**src/design/kst_pkg.sv**
```systemverilog
// ---------------------------------------------------------------------------
// kst_pkg: shared constants for the keypad scanner and tone player
// Register indexes, reset values and the per-key tone half-period table.
// ---------------------------------------------------------------------------
package kst_pkg;

    localparam int HALF_PERIOD_BITS_DEF = 13;

    localparam int CFG_INDEX_BITS = 2;
    localparam int CFG_DATA_BITS  = 24;

    localparam int SCAN_BITS     = 16;
    localparam int DEBOUNCE_BITS = 20;
    localparam int NOTE_BITS     = 24;

    localparam logic [CFG_INDEX_BITS-1:0] REG_SCAN_INTERVAL  = 2'd0;
    localparam logic [CFG_INDEX_BITS-1:0] REG_DEBOUNCE_TICKS = 2'd1;
    localparam logic [CFG_INDEX_BITS-1:0] REG_NOTE_TICKS     = 2'd2;

    localparam logic [SCAN_BITS-1:0]     SCAN_INTERVAL_RST  = 16'd500;
    localparam logic [DEBOUNCE_BITS-1:0] DEBOUNCE_TICKS_RST = 20'd20000;
    localparam logic [NOTE_BITS-1:0]     NOTE_TICKS_RST     = 24'd200000;

    // Half period in ticks for keys 1..16: (46083 / f) * 10, all below 2048
    localparam logic [15:0] KEY_HALF_PERIOD [16] = '{
        16'd880, 16'd930, 16'd1040, 16'd1170,
        16'd580, 16'd660, 16'd690,  16'd780,
        16'd390, 16'd440, 16'd460,  16'd520,
        16'd260, 16'd290, 16'd330,  16'd340
    };

endpackage

```
**src/design/keypad_scan_tone_player.sv**
```systemverilog
// ---------------------------------------------------------------------------
// keypad_scan_tone_player: 4x4 matrix keypad scanner with square-wave buzzer
// One input item is one timer tick with the column readback; each tick yields
// one result item with the row drive, buzzer pin, latched key and play flag.
// ---------------------------------------------------------------------------
//
//  channel | direction | handshake        | payload
//  --------+-----------+------------------+--------------------------------------
//  s_      | in        | s_tvalid/tready  | tdata[3:0] column_lines
//  m_      | out       | m_tvalid/tready  | tdata[3:0] row_drive, [4] tone_out,
//          |           |                  | [9:5] key_code, [10] playing
//  cfg_    | in        | cfg_we           | cfg_index, cfg_wdata (no read-back)
//
// Cycles: one tick per clock unless stalled; state update and result are one
// pass of logic from the accepted item into the state and output registers.
// Throughput is one item per cycle with m_tready high; m_tvalid is registered.
// Reset (aresetn low, synchronous) returns to idle with the pin high and no key.
// Stalls: a held result blocks s_tready only while m_tready is low.
// ---------------------------------------------------------------------------
module keypad_scan_tone_player #(
    parameter int HALF_PERIOD_BITS = kst_pkg::HALF_PERIOD_BITS_DEF
) (
    input  logic                                aclk,
    input  logic                                aresetn,
    // configuration writes
    input  logic                                cfg_we,
    input  logic [kst_pkg::CFG_INDEX_BITS-1:0]  cfg_index,
    input  logic [kst_pkg::CFG_DATA_BITS-1:0]   cfg_wdata,
    // tick items
    input  logic                                s_tvalid,
    output logic                                s_tready,
    input  logic [7:0]                          s_tdata,   // [3:0] column_lines
    // result items
    output logic                                m_tvalid,
    input  logic                                m_tready,
    output logic [15:0]                         m_tdata    // [3:0] row_drive, [4] tone_out,
                                                           // [9:5] key_code, [10] playing
);
    import kst_pkg::*;

    typedef enum logic [5:0] {
        PH_IDLE     = 6'b000001,
        PH_PRESENCE = 6'b000010,
        PH_DEBOUNCE = 6'b000100,
        PH_RECHECK  = 6'b001000,
        PH_ROWS     = 6'b010000,
        PH_PLAY     = 6'b100000
    } phase_t;

    localparam int HPB = HALF_PERIOD_BITS;

    // configuration
    logic [SCAN_BITS-1:0]     scan_interval_reg;
    logic [DEBOUNCE_BITS-1:0] debounce_ticks_reg;
    logic [NOTE_BITS-1:0]     note_ticks_reg;

    // scan and tone state
    phase_t                   phase_reg, phase_next;
    logic [SCAN_BITS-1:0]     scan_counter_reg, scan_counter_next;
    logic [DEBOUNCE_BITS-1:0] debounce_counter_reg, debounce_counter_next;
    logic [1:0]               row_index_reg, row_index_next;
    logic [4:0]               key_latched_reg, key_latched_next;
    logic [HPB-1:0]           note_half_period_reg, note_half_period_next;
    logic [HPB-1:0]           tone_counter_reg, tone_counter_next;
    logic [NOTE_BITS-1:0]     note_counter_reg, note_counter_next;
    logic                     tone_level_reg, tone_level_next;

    // output stage
    logic                     m_tvalid_reg;
    logic [15:0]              m_tdata_reg;
    logic [15:0]              m_tdata_next;

    logic                     s_accept;
    logic [3:0]               cols;
    logic [4:0]               row_key;
    logic                     row_hit;
    logic [4:0]               key_scan;
    logic [SCAN_BITS-1:0]     scan_inc;
    logic [HPB-1:0]           tone_inc;
    logic [NOTE_BITS-1:0]     note_inc;
    logic [3:0]               row_drive_next;
    logic [3:0]               key_slot;

    // Take a new tick whenever the output register is free or being emptied.
    assign s_tready = !m_tvalid_reg || m_tready;
    assign s_accept = s_tvalid && s_tready;
    assign m_tvalid = m_tvalid_reg;
    assign m_tdata  = m_tdata_reg;

    assign cols = s_tdata[3:0];

    // Highest pressed column of the driven row wins.
    always_comb begin
        row_key = 5'd0;
        row_hit = 1'b0;
        for (int c = 0; c < 4; c++) begin
            if (!cols[c]) begin
                row_key = {1'b0, row_index_reg, 2'(c)} + 5'd1;
                row_hit = 1'b1;
            end
        end
    end

    assign key_scan = row_hit ? row_key : key_latched_reg;
    assign key_slot = 4'(key_scan - 5'd1);

    assign scan_inc = scan_counter_reg + 1'b1;
    assign tone_inc = tone_counter_reg + 1'b1;
    assign note_inc = note_counter_reg + 1'b1;

    // Next state for one tick.
    always_comb begin
        phase_next            = phase_reg;
        scan_counter_next     = scan_counter_reg;
        debounce_counter_next = debounce_counter_reg;
        row_index_next        = row_index_reg;
        key_latched_next      = key_latched_reg;
        note_half_period_next = note_half_period_reg;
        tone_counter_next     = tone_counter_reg;
        note_counter_next     = note_counter_reg;
        tone_level_next       = tone_level_reg;

        unique case (phase_reg)
            PH_PRESENCE: begin
                if (cols != 4'hF) begin
                    phase_next            = PH_DEBOUNCE;
                    debounce_counter_next = '0;
                end else begin
                    phase_next = PH_IDLE;
                end
            end
            PH_DEBOUNCE: begin
                if (debounce_counter_reg >= debounce_ticks_reg) begin
                    phase_next = PH_RECHECK;
                end else begin
                    debounce_counter_next = debounce_counter_reg + 1'b1;
                end
            end
            PH_RECHECK: begin
                if (cols != 4'hF) begin
                    phase_next     = PH_ROWS;
                    row_index_next = 2'd0;
                end else begin
                    phase_next = PH_IDLE;
                end
            end
            PH_ROWS: begin
                key_latched_next = key_scan;
                if (row_index_reg == 2'd3) begin
                    row_index_next = 2'd0;
                    // start the note on the winning key, else drop back to idle
                    if (key_scan >= 5'd1 && key_scan <= 5'd16) begin
                        note_half_period_next = KEY_HALF_PERIOD[key_slot][HPB-1:0];
                        tone_counter_next     = '0;
                        note_counter_next     = '0;
                        tone_level_next       = 1'b1;
                        phase_next            = PH_PLAY;
                    end else begin
                        phase_next = PH_IDLE;
                    end
                end else begin
                    row_index_next = row_index_reg + 1'b1;
                end
            end
            PH_PLAY: begin
                // toggle the pin each half period
                if (tone_inc >= note_half_period_reg) begin
                    tone_counter_next = '0;
                    tone_level_next   = !tone_level_reg;
                end else begin
                    tone_counter_next = tone_inc;
                end
                note_counter_next = note_inc;
                // end of note: silence the pin, clear the key, resume scanning
                if (note_inc >= note_ticks_reg) begin
                    tone_level_next   = 1'b1;
                    key_latched_next  = 5'd0;
                    tone_counter_next = '0;
                    note_counter_next = '0;
                    scan_counter_next = '0;
                    phase_next        = PH_IDLE;
                end
            end
            default: begin
                // idle, and any stray code: count toward the next presence check
                phase_next        = PH_IDLE;
                scan_counter_next = scan_inc;
                if (scan_inc >= scan_interval_reg) begin
                    scan_counter_next = '0;
                    phase_next        = PH_PRESENCE;
                end
            end
        endcase
    end

    // Rows follow the phase the tick leaves behind.
    always_comb begin
        unique case (phase_next) inside
            PH_PRESENCE, PH_DEBOUNCE, PH_RECHECK: row_drive_next = 4'h0;
            PH_ROWS:                              row_drive_next = ~(4'b0001 << row_index_next);
            default:                              row_drive_next = 4'hF;
        endcase
    end

    assign m_tdata_next = {5'd0, (phase_next == PH_PLAY), key_latched_next,
                           tone_level_next, row_drive_next};

    // configuration registers
    always_ff @(posedge aclk) begin
        if (!aresetn) begin
            scan_interval_reg  <= SCAN_INTERVAL_RST;
            debounce_ticks_reg <= DEBOUNCE_TICKS_RST;
            note_ticks_reg     <= NOTE_TICKS_RST;
        end else if (cfg_we) begin
            unique case (cfg_index)
                REG_SCAN_INTERVAL:  scan_interval_reg  <= cfg_wdata[SCAN_BITS-1:0];
                REG_DEBOUNCE_TICKS: debounce_ticks_reg <= cfg_wdata[DEBOUNCE_BITS-1:0];
                REG_NOTE_TICKS:     note_ticks_reg     <= cfg_wdata[NOTE_BITS-1:0];
                default: ;
            endcase
        end
    end

    // state, advanced once per accepted item
    always_ff @(posedge aclk) begin
        if (!aresetn) begin
            phase_reg            <= PH_IDLE;
            scan_counter_reg     <= '0;
            debounce_counter_reg <= '0;
            row_index_reg        <= '0;
            key_latched_reg      <= '0;
            note_half_period_reg <= '0;
            tone_counter_reg     <= '0;
            note_counter_reg     <= '0;
            tone_level_reg       <= 1'b1;
        end else if (s_accept) begin
            phase_reg            <= phase_next;
            scan_counter_reg     <= scan_counter_next;
            debounce_counter_reg <= debounce_counter_next;
            row_index_reg        <= row_index_next;
            key_latched_reg      <= key_latched_next;
            note_half_period_reg <= note_half_period_next;
            tone_counter_reg     <= tone_counter_next;
            note_counter_reg     <= note_counter_next;
            tone_level_reg       <= tone_level_next;
        end
    end

    // output register: hold until taken
    always_ff @(posedge aclk) begin
        if (!aresetn) begin
            m_tvalid_reg <= 1'b0;
        end else if (s_accept) begin
            m_tvalid_reg <= 1'b1;
        end else if (m_tready) begin
            m_tvalid_reg <= 1'b0;
        end
    end

    always_ff @(posedge aclk) begin
        if (s_accept) begin
            m_tdata_reg <= m_tdata_next;
        end
    end

    // assertions
    a_silent_high: assert property (@(posedge aclk) disable iff (!aresetn)
        (m_tvalid && !m_tdata[10]) |-> m_tdata[4])
        else $error("tone pin low while no note plays");

    a_play_key: assert property (@(posedge aclk) disable iff (!aresetn)
        (m_tvalid && m_tdata[10]) |-> (m_tdata[9:5] >= 5'd1 && m_tdata[9:5] <= 5'd16))
        else $error("note playing without a valid key");

    a_play_rows: assert property (@(posedge aclk) disable iff (!aresetn)
        (m_tvalid && m_tdata[10]) |-> (m_tdata[3:0] == 4'hF))
        else $error("rows driven during a note");

    a_tone_bound: assert property (@(posedge aclk) disable iff (!aresetn)
        (phase_reg == PH_PLAY) |-> (tone_counter_reg <= note_half_period_reg))
        else $error("tone counter past half period");

    a_stall_block: assert property (@(posedge aclk) disable iff (!aresetn)
        (m_tvalid && !m_tready) |-> !s_tready)
        else $error("item accepted over a stalled result");

endmodule

```
**config.mk**
```make
export PLATFORM = sky130hd
export DESIGN_NAME = keypad_scan_tone_player
export DESIGN_NICKNAME = d
export VERILOG_FILES = /design/src/design/kst_pkg.sv /design/src/design/keypad_scan_tone_player.sv
export SDC_FILE = /design/constraint.sdc
export NUM_CORES = 1
export LEC_CHECK = 0
export BUFFER_PORTS_ARGS = -buffer_cell sky130_fd_sc_hd__buf_2
export CAP_MARGIN = 20
export CORE_UTILIZATION = 40
export DETAILED_ROUTE_END_ITERATION = 8
export GPL_TIMING_DRIVEN = 0
export PLACE_DENSITY = 0.6
export SETUP_SLACK_MARGIN = 0.5
export SYNTH_ARGS = -nofsm -noshare
export SYNTH_HDL_FRONTEND = slang
export SYNTH_SLANG_ARGS = --single-unit
```
**constraint.sdc**
```tcl
create_clock -name aclk -period 6.8 [get_ports aclk]
set_input_delay 0.34 -clock aclk [delete_from_list [all_inputs] [get_ports aclk]]
set_output_delay 0.34 -clock aclk [all_outputs]
set_load 0.005 [all_outputs]
```
==> results of run 1 <==
cell usage in the layout (no fill, tap or decap), types with 6 or more instances in the layout:
cell type and n:
clkbuf_1 33, o211ai_1 27, nand4_1 19, a221o_1 11, nor2_1 65, o21ai_0 45
ha_1 84, and3_1 26, nand2_1 194, dfxtp_1 158, nor2b_1 12, a21oi_1 104
nand3_1 82, or3_1 15, buf_1 6, or2_2 15, o31ai_1 14, nand2b_1 9
inv_1 83, buf_2 57, clkbuf_16 17, or4_1 10, and4_1 6, edfxtp_1 11
nand3b_1 7, a22o_1 9, a21o_1 15, and2_1 11, xor2_1 9, xnor2_1 25
nor3_1 15, a211oi_1 8
routing by layer:
layer  GRT usage, %  vias to the layer above
li1               -                     4543
met1           27.8                     4181
met2           33.9                      161
met3           2.94                       29
met4           6.86                        0
met5              0                        -
synth_stat cells (12+ instances only):
| cell | count | area [µm²] |
|---|---|---|
| o21ai_0 | 45 | 225 |
| a21oi_1 | 104 | 521 |
| nor2b_1 | 12 | 75.1 |
| dfxtp_1 | 158 | 3160 |
| o31ai_1 | 14 | 105 |
| or2_2 | 15 | 93.8 |
| nand2_1 | 194 | 728 |
| nor3_1 | 15 | 75.1 |
| nor2_1 | 65 | 244 |
| and3_1 | 26 | 163 |
| inv_1 | 83 | 312 |
| ha_1 | 84 | 1050 |
| nand4_1 | 19 | 119 |
| or3_1 | 15 | 93.8 |
| o211ai_1 | 27 | 203 |
| a21o_1 | 15 | 113 |
| nand3_1 | 82 | 410 |
| xnor2_1 | 25 | 219 |
| clkbuf_1 | 33 | 124 |
worst paths after layout:
kind,from,to,slack [ns]
worst min register to register,note_ticks_reg[13],note_ticks_reg[13],0.45
worst min-delay path,cfg_wdata[20],note_ticks_reg[20],0.14
worst max register to register,scan_counter_reg[0],scan_counter_reg[9],1.96
worst max-delay path,scan_counter_reg[0],scan_counter_reg[9],1.96
worst min-delay path: cells and delay by family:
kind                   cells  cell delay, ns
and+or+nand+nor            1            0.05
buffers and inverters      1            0.09
AOI/OAI and AO/OA          1            0.05
cells by family after synthesis:
kind of cell | after synthesis
other cells | 1
flops | 169
simple gates | 517
xor+xnor | 34
compound gates | 283
fa+ha+maj | 84
mux | 6
buf+inv | 141
through the flow:
step                      instances  area [µm²]  worst slack, ns  utilization (%)  hold slack, ns
after floorplan                1239        9970             3.03                -           0.432
after global routing           1642       11200             1.68             46.0           0.132
after CTS                      1642       11200             2.04             46.0           0.127
final                          1642       11200             1.96             46.0           0.141
after global placement         1610       10600             2.03             43.5           0.442
after detailed placement       1610       10600             2.07             43.5           0.448
report_power, final:
group | internal, W | switching, W
registers | 0.00102 | 0.0000103
clock network | 0.000558 | 0.000459
logic | 0.0000573 | 0.000112
total | 0.00163 | 0.000582
final cells by class:
cell class / instances / share of cell area, %
multi-input combinational: 929 / 52.7
sequential: 169 / 31.1
clock buffer: 17 / 3.79
tap: 324 / 3.61
inverter: 86 / 2.90
buffer: 55 / 2.19
timing repair buffer: 47 / 2.10
clock inverter: 15 / 1.61
==> out/metrics.csv, run 1 <==
stage,metric,value,unit
status,status,"complete, no violations",
floorplanning,die_area,25500,µm²
min_path,worstHoldPathType,in -> reg,
floorplanning,die_height,160,µm
global_route,antenna_found_initial,0,
routing,routed_wl,25900,µm
setup_path,crit_family,simple AND/OR/NAND/NOR gates,
power,power.density,198,nW/µm²
setup_path,path_class,reg -> reg,
synth,yosysUniqueCellTypes,78,
clock_network,post-cts-setup-buffers,0,
setup_path,crit_slowest_cell,nor4b_2,
synth,ys_seq_elements,169,
synth,async_reset_ff_share,0,%
global_route,grt_use_total,20.7,%
place,hpwlAfterDp,19600,µm
sta,finalClockSkew,0.0104,ns
routing,postRouteAntennaNets,0,
clock_network,holdBufCountCts,0,
sta,grt_setup_unrepaired,no,
synth,synth-edff-count,11,
routing,met2_wirelength,11800,µm
sta,slew_headroom,48.5,%
clock_network,numCtsBuffers,17,
floorplanning,pin_count,57,
clock_network,cts-resized-gates,0,
setup_path,crit_cells,16,
synth,syn_area,9960,µm²
final_layout,nFillCells,2486,
setup_path,crit_required,7.18,ns
setup_path,arrival,5.21,ns
sta,finalSetupViolations,0,
synth,synthSimpleGateAreaFrac,26.1,%
sta,hold_viol,0,
synth,synth-compound-area-share,18.9,%
power,power.total,0.00222,W
synth,ys_dominant_reg_cell,dfxtp_1,
clock_network,clkTransAtPathRegs,0.07,ns
setup_path,path_cells,ha_1 -> nand3_1 -> or2_2 -> clkbuf_1 -> nor2_1 -> nand4_1 -> nor2_1 -> xor2_1 -> ha_1 -> a21o_1 -> a21oi_1 -> o221ai_1 -> nor4b_2 -> clkbuf_1 -> buf_2 -> a221o_1,
synth,synth_mux_area_share,0.628,%
floorplanning,core,24400,µm²
clock_network,cts_root_buffer,clkbuf_16,
final_layout,nets,1428,
synth,yosys_warnings,0,
routing,dr.pass1.iters,5,
final_layout,multi_input_area,5910,µm²
floorplanning,rows,57,
routing,via_count,8914,
final_layout,seq_area,3490,µm²
synth,synth_xor_area_share,2.99,%
sta,worst_pin_slew,0.769,ns
synth,syn_avg_cell_area,8.06,µm²
global_route,grt_pass1_wl,42200,µm
synth,synthCells,1235,
global_route,grt_pass1_vias,8343,
synth,post_synth_fa_ha_maj_area_fraction,10.6,%
routing,dr_wl_met3,834,µm
routing,drt_iter0_drc,482,
place,routabilityCongestion,0.865,
routing,wl_met1,12700,µm
sta,slew_viol_final,0,
sta,finalCritPeriodShare,71.1,%
flow_run,cap_violations,0,
synth,synth_top_family_by_area,simple AND/OR/NAND/NOR gates,
floorplanning,initial_core_util,40.8,%
clock_network,cts_num_sinks,169,
setup_path,ff2ff_path_depth,16,
place,io_buffers,47,
sta,fin_setup_tns,0,ns
final_layout,syn2layout_area_growth,12.7,%
power,irDropWorstVdd,0.129,mV
synth,yosysSeqAreaShare,35.1,%
final_layout,final_layout_size_suffix_gt1_share,9.94,%
sta,post-route-min-period,4.84,ns
sta,fmax,0.207,GHz
floorplanning,fp.dieW,160,µm
setup_path,cp-end-kind,register,
clock_network,ctsHtreeMaxLevel,4,
power,p_leak,4.64,nW
global_route,grt_overflow,0,
global_route,grt_max_degree,20,
final_layout,antennaDiodeCount,0,
setup_path,crit_buf_inv,3,
routing,drc,0,
routing,avgRoutedWirePerCell,15.7,µm
setup_path,startpoint_type,register,
clock_network,cts_tree,done,
min_path,hold_depth,3,
routing,drt-vias-per-instance,5.43,
setup_path,cp_max_fo,10,
clock_network,cts.path.max_buffers,2,
setup_path,critPathMaxStageDelay,0.72,ns
routing,top_layer_used,met4,
clock_network,worstSkewPairLatency,0.43,ns
Note: power is estimated with default switching activity, not from simulation.
==> run 2: changes to the inputs <==
clock period = 4.7 ns   (was 6.8 ns; I/O delays follow)
==> run 2 against run 1 <==
Compared with the run above: die area stayed put; sequential share of layout area is 0.56 points lower; first-iteration DRC count is 8.5% higher; sequential power is 45% higher; clock power is 44% higher; worst hold slack worse by 0.11 ns; non-clock buffer count is 10 higher; count of clock-buffer cells in the layout stayed put; via count is 0.56% higher; global-route usage is 0.057 points higher; largest cell class unchanged.
==> out/metrics.csv, run 2 (synthesized netlist as in run 1, its figures left out) <==
stage,metric,value,unit
routing,avgRoutedWirePerCell,15.7,µm
routing,drt-vias-per-instance,5.42,
floorplanning,initial_core_util,40.8,%
sta,slew_viol_final,0,
final_layout,final_layout_size_suffix_gt1_share,12.3,%
routing,postRouteAntennaNets,0,
power,irDropWorstVdd,0.188,mV
global_route,grt_overflow,0,
clock_network,cts.path.max_buffers,2,
clock_network,cts_root_buffer,clkbuf_16,
setup_path,path_class,reg -> reg,
final_layout,syn2layout_area_growth,14.9,%
floorplanning,die_height,160,µm
clock_network,clkTransAtPathRegs,0.07,ns
global_route,grt_pass1_vias,8386,
global_route,antenna_found_initial,0,
sta,whs,0.0337,ns
sta,slew_headroom,52.6,%
final_layout,final_cell_mix,"nand2_1 (194), dfxtp_1 (156), a21oi_1 (103)",
floorplanning,pin_count,57,
global_route,grt_use_total,20.7,%
sta,finalCritPeriodShare,85.8,%
sta,post-route-min-period,4.03,ns
setup_path,arrival,4.36,ns
global_route,grt_pass1_wl,42300,µm
routing,top_layer_used,met4,
final_layout,nFillCells,2467,
routing,routed_wl,26000,µm
flow_run,cap_violations,0,
sta,grt_setup_unrepaired,no,
routing,met2_wirelength,12000,µm
clock_network,ctsHtreeMaxLevel,4,
floorplanning,die_area,25500,µm²
sta,hold_viol,0,
clock_network,cts_tree,done,
clock_network,worstSkewPairLatency,0.43,ns
sta,finalSetupViolations,0,
setup_path,crit_required,5.03,ns
global_route,grt_max_degree,20,
min_path,worstHoldPathType,in -> reg,
status,status,"complete, no violations",
sta,worst_pin_slew,0.711,ns
floorplanning,fp.dieW,160,µm
clock_network,numCtsBuffers,17,
routing,dr_wl_met3,1040,µm
power,p_leak,4.74,nW
final_layout,layout_commonest_cell,nand2_1,
routing,drt_iter0_drc,523,
clock_network,cts_num_sinks,169,
place,routabilityCongestion,0.865,
routing,drc,0,
setup_path,startpoint_type,register,
sta,fmax,0.248,GHz
power,power.density,281,nW/µm²
floorplanning,rows,57,
routing,wl_met1,12500,µm
final_layout,fin_util,46.9,%
floorplanning,core,24400,µm²
setup_path,cp-end-kind,register,
sta,finalClockSkew,0.0107,ns
final_layout,nets,1438,
setup_path,cp_max_fo,10,
place,hpwlAfterDp,19600,µm
routing,via_count,8964,
place,io_buffers,47,
routing,dr.pass1.iters,5,
run 2: stage by stage:
step | setup WS [ns] | instance area, µm² | std cells | total power, W | TNS, ns
final | 0.668 | 11400 | 1653 | 0.00321 | 0
after floorplan | 0.930 | 9970 | 1239 | 0.00167 | 0
after CTS | 0.504 | 11300 | 1644 | 0.00324 | 0
after detailed placement | -0.0344 | 10600 | 1610 | 0.00177 | -0.210
after global routing | 0.493 | 11400 | 1652 | 0.00333 | 0
after global placement | -0.0651 | 10600 | 1610 | 0.00176 | -0.499
run 2: path summary, 6_finish.rpt:
path / startpoint / to / slack [ns] / depth (start not counted)
max: note_counter_reg[6] / scan_counter_reg[12] / 0.67 / 17
min reg2reg: note_ticks_reg[13] / note_ticks_reg[13] / 0.45 / 2
max reg2reg: note_counter_reg[6] / scan_counter_reg[12] / 0.67 / 17
min: cfg_wdata[20] / note_ticks_reg[20] / 0.03 / 3
run 2: per-layer routing:
metal  GRT usage (%)  vias to the layer above
li1                -                     4558
met1            27.8                     4174
met2            34.0                      194
met3            2.94                       38
met4            7.08                        0
met5               0                        -
run 2: worst max-delay path: stages, from the launching register on:
cell and delay (ns):
dfxtp_1 0.31, buf_2 0.17, and4_4 0.23, and3_2 0.23, nand4_1 0.18, nor2_4 0.19
buf_4 0.13, nand3_1 0.14, xnor2_1 0.18, ha_1 0.30, nand4_1 0.11, nor4_2 0.31
a41o_2 0.31, nor3_4 0.06, buf_12 0.17, o31a_1 0.36, buf_6 0.19, a221o_1 0.34
run 2: what timing repair did:
action | in CTS | in global routing
buffers inserted | 2 | 8
gates resized for setup | 15 | 26
hold buffers | 0 | 0
endpoints found under the setup margin | 45 | 46
pin swaps | 2 | 10
endpoints found under the hold margin | 0 | 0
run 2: cell type report:
cell class / instances / area (µm²) / area share, %
buffer: 55 / 262 / 2.29
tap: 324 / 405 / 3.54
timing repair buffer: 57 / 323 / 2.82
antenna: 1 / 2.50 / 0.0219
multi-input combinational: 929 / 6020 / 52.6
clock inverter: 15 / 180 / 1.57
sequential: 169 / 3500 / 30.6
clock buffer: 17 / 425 / 3.72
inverter: 86 / 325 / 2.84
run 2: power by group:
part | internal (W) | switching, W
sequential | 0.00147 | 0.0000149
combinational | 0.0000883 | 0.000165
clock | 0.000808 | 0.000665
==> run 3: changes to the inputs <==
GPL_TIMING_DRIVEN = default   (was 0)
==> run 3 against run 2 <==
Compared with the run above: fmax rose by 1.4%; register-to-register slack improved by 0.06 ns; first-iteration DRC count rose by 11%; setup slack improved by 0.055 ns; clock power fell by 4%; combinational power fell by 6%; critical path depth fell by 4; clock skew rose by 0.0057 ns; routed wire length fell by 5.2%; non-clock buffer count fell by 49; count of clock-buffer cells in the layout did not move; largest power group unchanged.
==> out/metrics.csv, run 3 (synthesized netlist as in run 1, its figures left out) <==
stage,metric,value,unit
place,hpwlAfterDp,17700,µm
final_layout,seq_area,3490,µm²
setup_path,path_class,reg -> reg,
final_layout,fin_cells,1603,
setup_path,critPathMaxStageDelay,0.47,ns
sta,fmax,0.251,GHz
routing,drc,0,
routing,postRouteAntennaNets,0,
clock_network,cts.path.max_buffers,2,
global_route,grt_overflow,0,
final_layout,layout_commonest_cell,nand2_1,
final_layout,antennaDiodeCount,0,
global_route,antenna_found_initial,0,
clock_network,worstSkewPairLatency,0.45,ns
power,power.density,281,nW/µm²
global_route,grt_pass1_wl,40900,µm
setup_path,arrival,4.31,ns
sta,finalSetupViolations,0,
routing,drt-vias-per-instance,5.43,
routing,via_count,8710,
final_layout,nFillCells,2480,
status,status,"complete, no violations",
clock_network,clkTransAtPathRegs,0.07,ns
final_layout,fin_util,45.8,%
setup_path,cp-end-kind,register,
setup_path,path_cells,and4_1 -> and3_1 -> nand4_1 -> nor2_4 -> nand4_1 -> xnor2_1 -> ha_1 -> nand4_1 -> nor4_2 -> a41o_1 -> nor3_2 -> o31a_4 -> a221o_1,
flow_run,cap_violations,0,
global_route,grt_pass1_vias,8141,
clock_network,cts_tree,done,
sta,grt_setup_unrepaired,no,
min_path,worstHoldPathType,in -> reg,
sta,hold_viol,0,
final_layout,syn2layout_area_growth,12.2,%
global_route,grt_max_degree,56,
global_route,grt_use_total,19.8,%
sta,finalClockSkew,0.0164,ns
power,power_frac_seq,47.4,%
sta,slew_viol_final,0,
power,p_leak,4.61,nW
clock_network,cts_root_buffer,clkbuf_16,
sta,slew_headroom,46.1,%
floorplanning,fp.dieW,160,µm
power,clkPwrFrac,45.1,%
routing,routed_wl,24700,µm
clock_network,ctsHtreeMaxLevel,4,
setup_path,path_common_cell,nand4_1,
floorplanning,die_area,25500,µm²
final_layout,final_cell_mix,"nand2_1 (194), dfxtp_1 (157), a21oi_1 (104)",
setup_path,cp_max_fo,15,
place,io_buffers,47,
setup_path,crit_required,5.03,ns
floorplanning,die_height,160,µm
final_layout,nets,1389,
floorplanning,core,24400,µm²
place,place_inst,1568,
routing,avgRoutedWirePerCell,15.4,µm
setup_path,startpoint_type,register,
power,sw_frac_of_total,27.7,%
floorplanning,pin_count,57,
sta,fin_setup_tns,0,ns
power,internal-power,0.00227,W
sta,post-route-min-period,3.98,ns
clock_network,cts_num_sinks,169,
sta,finalCritPeriodShare,84.6,%
floorplanning,rows,57,
setup_path,crit_family,simple AND/OR/NAND/NOR gates,
routing,dr.pass1.iters,5,
final_layout,multi_input_area,5970,µm²
place,routabilityCongestion,0.828,
power,power_frac_comb,7.6,%
routing,drt_iter0_drc,583,
sta,worst_pin_slew,0.806,ns
power,switchingPower,0.000868,W
final_layout,final_layout_size_suffix_gt1_share,11.0,%
floorplanning,initial_core_util,40.8,%
clock_network,numCtsBuffers,17,
power,irDropWorstVdd,0.207,mV
setup_path,crit_buf_inv,0,
setup_path,crit_slowest_cell,o31a_4,
==> run 3: cell count changes in the layout (fill, tap and decap cells not counted), sizes merged, moves of 2 or more <==
| cell | delta |
|---|---|
| clkbuf | -31 |
| buf | -18 |
| clkinv | +6 |
| inv | -3 |
| bufinv | -2 |
==> run 3: final timing paths <==
check	to	from	slack [ns]	depth (start not counted)
worst max-delay path	scan_counter_reg[2]	note_counter_reg[6]	0.72	13
worst min-delay path	note_ticks_reg[21]	cfg_wdata[21]	0.02	3
worst max register to register	scan_counter_reg[2]	note_counter_reg[6]	0.72	13
worst min register to register	note_half_period_reg[6]	note_half_period_reg[6]	0.46	2
==> run 3: repair_timing <==
action | 4_1_cts | 5_1_grt
gates resized for setup | 5 | 8
buffers inserted | 0 | 1
pin swaps | 0 | 1
hold buffers | 0 | 0
endpoints found under the setup margin | 26 | 48
==> run 3: cell type report <==
type	instances	share of cell area, %
sequential	169	31.3
clock buffer	17	3.81
inverter	86	2.91
multi-input combinational	929	53.5
timing repair buffer	63	3.28
clock inverter	15	1.58
tap	324	3.63
==> run 3: through the flow <==
stage	power (W)	instance area (µm²)	worst slack (ns)	hold slack, ns
after detailed placement	0.00175	10500	0.266	0.449
after global placement	0.00175	10500	0.316	0.443
final	0.00314	11200	0.723	0.0209
after floorplan	0.00167	9970	0.930	0.364
after CTS	0.00317	11100	0.510	0.0139
after global routing	0.00327	11200	0.502	0.0200
==> run 3: power by group through the flow <==
stage	Clock, W	Combinational, W	Sequential [W]
2_1_floorplan	0	0.000157	0.00152
3_3_place_gp	0	0.000232	0.00152
3_5_place_dp	0	0.000234	0.00152
4_1_cts	0.00145	0.000236	0.00149
5_1_grt	0.00152	0.000267	0.00149
6_report	0.00141	0.000238	0.00149
==> run 3: metal layers <==
| metal | vias up | share of wire (%) | global-route usage (%) |
|---|---|---|---|
| met5 | - | 0 | 0 |
| met2 | 142 | 46 | 32.3 |
| met3 | 26 | 3.1 | 2.91 |
| met1 | 4093 | 50 | 26.9 |
| li1 | 4449 | - | - |
| met4 | 0 | 1.7 | 6.60 |
==> run 3: worst reg2reg max path, stage by stage (launching register included) <==
cell	delay [ns]
dfxtp_1	0.45
and4_1	0.26
and3_1	0.24
nand4_1	0.23
nor2_4	0.25
nand4_1	0.19
xnor2_1	0.20
ha_1	0.28
nand4_1	0.15
nor4_2	0.36
a41o_1	0.28
nor3_2	0.12
o31a_4	0.47
a221o_1	0.38
